**src/hdl/spq_pkg.sv**
```systemverilog
// Shared types and constants for the sorted priority queue.
`default_nettype none

package spq_pkg;

	// Fixed port widths
	localparam int unsigned ACTION_BITS = 2;
	localparam int unsigned FIELD_BITS  = 16;
	localparam int unsigned HANDLE_BITS = 16;
	localparam int unsigned STATUS_BITS = 2;
	localparam int unsigned OCC_BITS    = 7;

	// Defaults for the top-level parameters
	localparam int unsigned DEF_DEPTH    = 64;
	localparam int unsigned DEF_KEY_BITS = 16;

	typedef enum logic [ACTION_BITS-1:0] {
		ACT_INSERT    = 2'd0,
		ACT_POP_FIRST = 2'd1,
		ACT_POP_LAST  = 2'd2,
		ACT_REMOVE    = 2'd3
	} action_t;

	typedef enum logic [STATUS_BITS-1:0] {
		ST_OK       = 2'd0,
		ST_EMPTY    = 2'd1,
		ST_FULL     = 2'd2,
		ST_NOTFOUND = 2'd3
	} status_t;

	typedef enum logic [1:0] {
		S_IDLE,
		S_LAST,
		S_FIND
	} state_t;

	// Command broadcast from the controller to every cell
	typedef struct packed {
		logic ins;   // sorted insert of the incoming entry
		logic pop;   // shift everything one cell toward the head
		logic mark;  // flag the last occupied cell as victim
		logic seed;  // launch a handle search token at the head
	} cell_cmd_t;

endpackage

`default_nettype wire

```
**src/hdl/spq_cell.sv**
```systemverilog
// One queue cell: holds one entry and trades it with its neighbors.
`default_nettype none

module spq_cell #(
	parameter int unsigned KEY_BITS = spq_pkg::DEF_KEY_BITS,
	parameter bit          IS_HEAD  = 1'b0
) (
	input  wire logic                           clk,
	input  wire logic                           arst_n,
	input  wire spq_pkg::cell_cmd_t             cmd,
	input  wire logic [KEY_BITS-1:0]            ins_key,
	input  wire logic [spq_pkg::HANDLE_BITS-1:0] ins_handle,
	input  wire logic [spq_pkg::HANDLE_BITS-1:0] find_handle,
	input  wire logic                           occ,
	input  wire logic                           occ_right,
	input  wire logic                           take_left,
	input  wire logic [KEY_BITS-1:0]            key_left,
	input  wire logic [spq_pkg::HANDLE_BITS-1:0] handle_left,
	input  wire logic                           tok_left,
	input  wire logic [KEY_BITS-1:0]            key_right,
	input  wire logic [spq_pkg::HANDLE_BITS-1:0] handle_right,
	input  wire logic                           kill_right,
	output logic                                take_here,
	output logic                                tok_pass,
	output logic                                kill_flag,
	output logic [KEY_BITS-1:0]                 cur_key,
	output logic [spq_pkg::HANDLE_BITS-1:0]     cur_handle
);
	import spq_pkg::*;

	logic [KEY_BITS-1:0]    key_q;
	logic [HANDLE_BITS-1:0] handle_q;
	logic                   kill_q;
	logic                   tok_q;
	logic                   match;

	// Local compares: insert boundary and handle hit
	always_comb begin
		match     = occ && (handle_q == find_handle);
		take_here = !occ || (ins_key <= key_q);
		tok_pass  = tok_q && !match;
	end

	assign kill_flag  = kill_q;
	assign cur_key    = key_q;
	assign cur_handle = handle_q;

	// Entry data: insert shifts right, pop shifts left, victim swaps toward head
	always_ff @(posedge clk) begin
		if (cmd.ins) begin
			if (take_left) begin
				key_q    <= key_left;
				handle_q <= handle_left;
			end else if (take_here) begin
				key_q    <= ins_key;
				handle_q <= ins_handle;
			end
		end else if (cmd.pop || kill_right) begin
			key_q    <= key_right;
			handle_q <= handle_right;
		end else if (kill_q && !IS_HEAD) begin
			key_q    <= key_left;
			handle_q <= handle_left;
		end
	end

	// Victim flag and search token
	always_ff @(posedge clk or negedge arst_n) begin
		if (!arst_n) begin
			kill_q <= 1'b0;
			tok_q  <= 1'b0;
		end else begin
			if (cmd.ins) begin
				kill_q <= 1'b0;
			end else if (cmd.pop) begin
				kill_q <= kill_right;
			end else if (cmd.mark) begin
				kill_q <= occ && !occ_right;
			end else begin
				kill_q <= kill_right || (kill_q && IS_HEAD) || (tok_q && match);
			end
			if (cmd.ins || cmd.pop || cmd.mark) begin
				tok_q <= 1'b0;
			end else begin
				tok_q <= tok_left && occ;
			end
		end
	end

endmodule

`default_nettype wire

```
**config.mk**
```make
export PLATFORM = sky130hd
export DESIGN_NAME = spq_cell
export DESIGN_NICKNAME = d
export VERILOG_FILES = /design/src/hdl/spq_pkg.sv /design/src/hdl/spq_cell.sv
export SDC_FILE = /design/constraint.sdc
export NUM_CORES = 1
export LEC_CHECK = 0
export BUFFER_PORTS_ARGS = -buffer_cell sky130_fd_sc_hd__buf_2
export CORE_MARGIN = 2
export CORE_UTILIZATION = 44
export DETAILED_ROUTE_END_ITERATION = 10
export GPL_TIMING_DRIVEN = 0
export PLACE_DENSITY = 0.91
export SYNTH_ARGS = -nofsm -noshare
export SYNTH_HDL_FRONTEND = slang
export SYNTH_SLANG_ARGS = --single-unit
```
**constraint.sdc**
```tcl
create_clock -name clk -period 3.8 [get_ports clk]
set_input_delay 0.38 -clock clk [delete_from_list [all_inputs] [get_ports clk]]
set_output_delay 0.38 -clock clk [all_outputs]
set_load 0.03 [all_outputs]
```
Word-level counts from Yosys, hierarchy flattened
Cells that the tools add are included.
- bits of input ports: 123
- word-level logic and storage cells: 36
- register bits: 34
- reductions and logical operators: 15
- $lt $le $gt $ge: 1
- equal/unequal tests: 2
- multiplexer cells: 14
- operator list (cell ; count):
    $mux 16 ; 10
    $eq 16x16->1 ; 1
    $le 16x16->1 ; 1
    $logic_and 1x1->1 ; 5
    $logic_or 1x1->1 ; 5
    $mux 1 ; 4
    $logic_not 1->1 ; 3
    $ne 3x1->1 const B ; 1
    $reduce_bool 3->1 ; 1
    $reduce_and 2->1 ; 1

Longest topological paths before layout
- depth in word-level cells: 7
- gate-level depth with buffers: 7
- mapped depth without buffers: 7

Worst setup path before layout
Ideal clock, no wire load.
- path type: register to register
- from: reg key_q[13] (netlist: cur_key[13])
- to: reg handle_q[0] (netlist: cur_handle[0]) (enable)
- path slack: -0.108 ns
- setup time: 0.436 ns
- cell stages (with the launch flop): 7
- arrival time: 3.471 ns
- data required time: 3.364 ns
- buffers on the path: 0
- path through: edfxtp_1 > inv_1 > ha_1 > nand4_2 > o41ai_1 > a41o_1 > a2bb2oi_1
- longest elaborated chain between the ends: 4
- ends and longest elaborated chain (element ; RTL line ; RTL):
    start: declaration ; spq_cell.sv:31 ; logic [KEY_BITS-1:0] key_q;
    start signal: assignment ; spq_cell.sv:52 ; key_q <= key_left;
    start signal: assignment ; spq_cell.sv:55 ; key_q <= ins_key;
    start signal: assignment ; spq_cell.sv:59 ; key_q <= key_right;
    $le 16x16->1 ; spq_cell.sv:40 ; take_here = !occ || (ins_key <= key_q);
    $logic_or 1x1->1 ; spq_cell.sv:40 ;
    via take_here ; spq_cell.sv:23 ; output logic take_here,
    $ne 3x1->1 (no source line) ; -- ;
    $reduce_and 2->1 (no source line) ; -- ;
    end signal: assignment ; spq_cell.sv:53 ; handle_q <= handle_left;
    end signal: assignment ; spq_cell.sv:56 ; handle_q <= ins_handle;
    end signal: assignment ; spq_cell.sv:60 ; handle_q <= handle_right;
    end: declaration ; spq_cell.sv:32 ; logic [HANDLE_BITS-1:0] handle_q;
The timed path passes the listed nets, and every way through them passes these cells.
A chain may end at the register's enable or synchronous reset.

Worst setup path in the final report
- from: reg key_q[15] (netlist: cur_key[15])
- to: reg handle_q[9] (netlist: cur_handle[9]) (enable)
- longest elaborated chain between the ends: 4
- ends and longest elaborated chain (element ; RTL line):
    $le 16x16->1 ; spq_cell.sv:40
    $logic_or 1x1->1 ; spq_cell.sv:40
    $ne 3x1->1 (no source line) ; --
    $reduce_and 2->1 (no source line) ; --
No other way between the ends.

==> flow_summary.yaml <==
cts:
  cts.sinks: 34
  cts_buffer_depth: 2
  cts_setup_buffers: 0
  cts_made_buffers: 5
  cts_root_buf: "clkbuf_8"
  htreeDepth: 2
  ctsHoldBuffers: 1
  clk_latency_ns: 0.28
  cts_tree: "done"
  clk_pin_slew_worst_paths_ns: 0.07
  ctsResizeCount: 0
setup_path:
  reg2reg_depth: 8
  critPathCaptureType: "register"
  start_kind: "register"
  required_ns: 3.80
  crit_start: "cur_key[15]"
  path_max_fanout: 17
  worstSetupPathType: "register to register"
  cp.arrival_ns: 2.58
  r2r-start: "cur_key[15]"
global_route:
  grt_pass1_wl_mm: 11.81
  grt.total_usage_pct: 23.35
  grt_overflow: 0
  grt_max_degree: 18
  antenna_found_initial: 0
  grt_pass1_vias: 2523
sta:
  fin_tns_setup_ns: 0
  finalMaxSlewViolations: 0
  relSlewSlack_pct: 57.79
  finalHoldViolations: 0
  min_period_ns: 2.586
  setup_viol: 0
  period_share_pct: 68.04
  max_freq_ghz: 0.3868
  tightest_slew_ns: 0.6309
  clock_skew_ns: 0.009964
  rsz0062_at_grt: "false"
logic_synthesis:
  avgSynthCellArea_um2: 9.826
  yosys_warnings: 0
  syn_inst: 273
  synth_top_area_share_pct: 35.82
  synth_cell_type_count: 30
  seq_area_frac_synth_pct: 37.69
  synth_top_area_cell: "edfxtp_1"
  synth_nets: 412
  synth_area_leaders: "edfxtp_1 (36%), mux2i_1 (12%), a211oi_1 (9.0%), nor2b_1 (7.9%), a21oi_1 (7.5%)"
  synth_area_um2: 2683
  synth.ff_latch_count: 34
finish:
  drive_gt1_share_pct: 39.27
  antenna_cells: 0
  fin_nets: 576
  design_area_um2: 3687
  mostFrequentLayoutCells: "buf_2 (163), a21oi_1 (40), nor2b_1 (34)"
  syn_to_final_growth_pct: 37.45
  final_common_cell: "buf_2"
  fill_cells: 515
place:
  dp_hpwl_mm: 6.450
  gp_routability_congestion: 0.8242
  placed_cell_area_um2: 3597
  portBuffers: 155
floorplan:
  core_area_um2: 5921
  die_x_um: 82.08
  die_area_um2: 6737
  io_pins: 158
  initial_core_util_pct: 45.31
  row_count: 28
  die_h_um: 82.08
flow_run:
  max-cap-violations: 0
detailed_routing:
  drt_iter0_drc: 133
  via_count: 2725
  dr.pass1.iters: 4
  wl_mm: 7.913
  remaining_drc_errors: 0
  wire_per_inst_um: 15.42
  antenna_left: 0
  vias_per_cell: 5.312
power_and_ir_drop:
  seqPwrFrac_pct: 41.7
  p_int_uw: 770.4
  cellPowerDensity_nw_per_um2: 320.0
  power_frac_clock_pct: 21.7
  swShare_pct: 34.71
  combinationalPowerShare_pct: 36.6
  switching_power_uw: 409.5
  p_leak_uw: 0.001753
  ir_drop_v: 0.0001741
worst_hold_path:
  min-delay-start: "cmd[1]"
  hold_class: "primary input to register"
  hold_depth: 2
outcome:
  status: "finished, final reports clean"
## sequential cells by signal, summed over array words and instances (netlist names)
register and cells:
cur_handle 16, cur_key 16, kill_flag 1, tok_q 1
## cell type report
type	count	area [µm²]	area share, %
multi-input combinational	204	1544	41.87
sequential	34	1011	27.42
buffer	18	81.33	2.206
timing repair buffer	157	813.3	22.06
tap	75	93.84	2.545
inverter	17	63.81	1.731
clock buffer	8	80.08	2.172
## through the flow
step / hold slack, ns / instances / util (%) / setup slack [ns] / power [µW]
after floorplan: 0.08441 / 273 / - / 0.7309 / 760.7
after global placement: 0.1736 / 503 / 60.10 / 0.4704 / 911.1
after detailed placement: 0.1700 / 504 / 60.76 / 1.125 / 931.5
after CTS: 0.2734 / 513 / 62.28 / 1.213 / 1188
after global routing: 0.2764 / 513 / 62.28 / 1.067 / 1249
final: 0.2838 / 513 / 62.28 / 1.214 / 1180
## cells in the mapped netlist
master,n
clkbuf_1,9
dfrtp_1,2
o21ai_0,2
a21oi_1,40
edfxtp_1,32
a211oi_1,32
ha_1,16
xnor2_1,8
inv_1,17
o41ai_1,1
a2bb2oi_1,1
o211ai_1,1
nand2_1,5
buf_4,1
nor4b_1,1
nand3_1,1
o41a_1,1
nand2b_1,2
nor2_1,7
mux2i_1,32
nor4_1,3
a2111o_1,1
a41o_1,1
buf_2,8
nor2b_1,34
nand4_2,1
a311oi_1,1
nand4_1,4
xor2_1,8
o31a_1,1
## kinds of logic (layout without fill, tap and decap cells)
family,Yosys count,after routing,synth area share [%]
xor gates and xnor gates,16,16,5.224
AOI/OAI and AO/OA,82,82,19.59
adders and majority gates,16,16,7.463
and+or+nand+nor,58,58,12.69
muxes,32,32,11.94
buffers and inverters,35,200,5.410
DFF,34,34,37.69
## path summary, 6_finish.rpt
check                      slack (ns)             to
setup / recovery                 1.21  cur_handle[9]
hold / removal                   0.28          tok_q
setup reg to reg                 1.21  cur_handle[9]
hold reg to reg                  0.76      kill_flag
max in group asynchronous        3.29      kill_flag
min in group asynchronous        0.41          tok_q
## layer usage
| metal | track usage [%] | share of wire [%] | up-vias |
|---|---|---|---|
| li1 | - | - | 1348 |
| met1 | 29.14 | 41 | 1251 |
| met2 | 42.20 | 51 | 121 |
| met3 | 4.176 | 7.1 | 5 |
| met4 | 4.500 | 0.70 | 0 |
| met5 | 0 | 0 | - |
## worst max-delay path, cell delays in order, from the launching register on
cell	delay (ns)
edfxtp_1	0.41
inv_1	0.08
ha_1	0.24
nand4_2	0.14
nor2_1	0.07
a311oi_1	0.33
a41o_1	0.27
a2bb2oi_4	0.52
buf_16	0.23
## power by group through the flow
stage	combinational (µW)	clock [µW]	sequential [µW]
floorplan	178	0	582
global placement	414	0	498
detailed placement	432	0	499
CTS	435	261	492
global route	472	280	497
finish	432	256	492
Power figures use the tool's default switching activity.
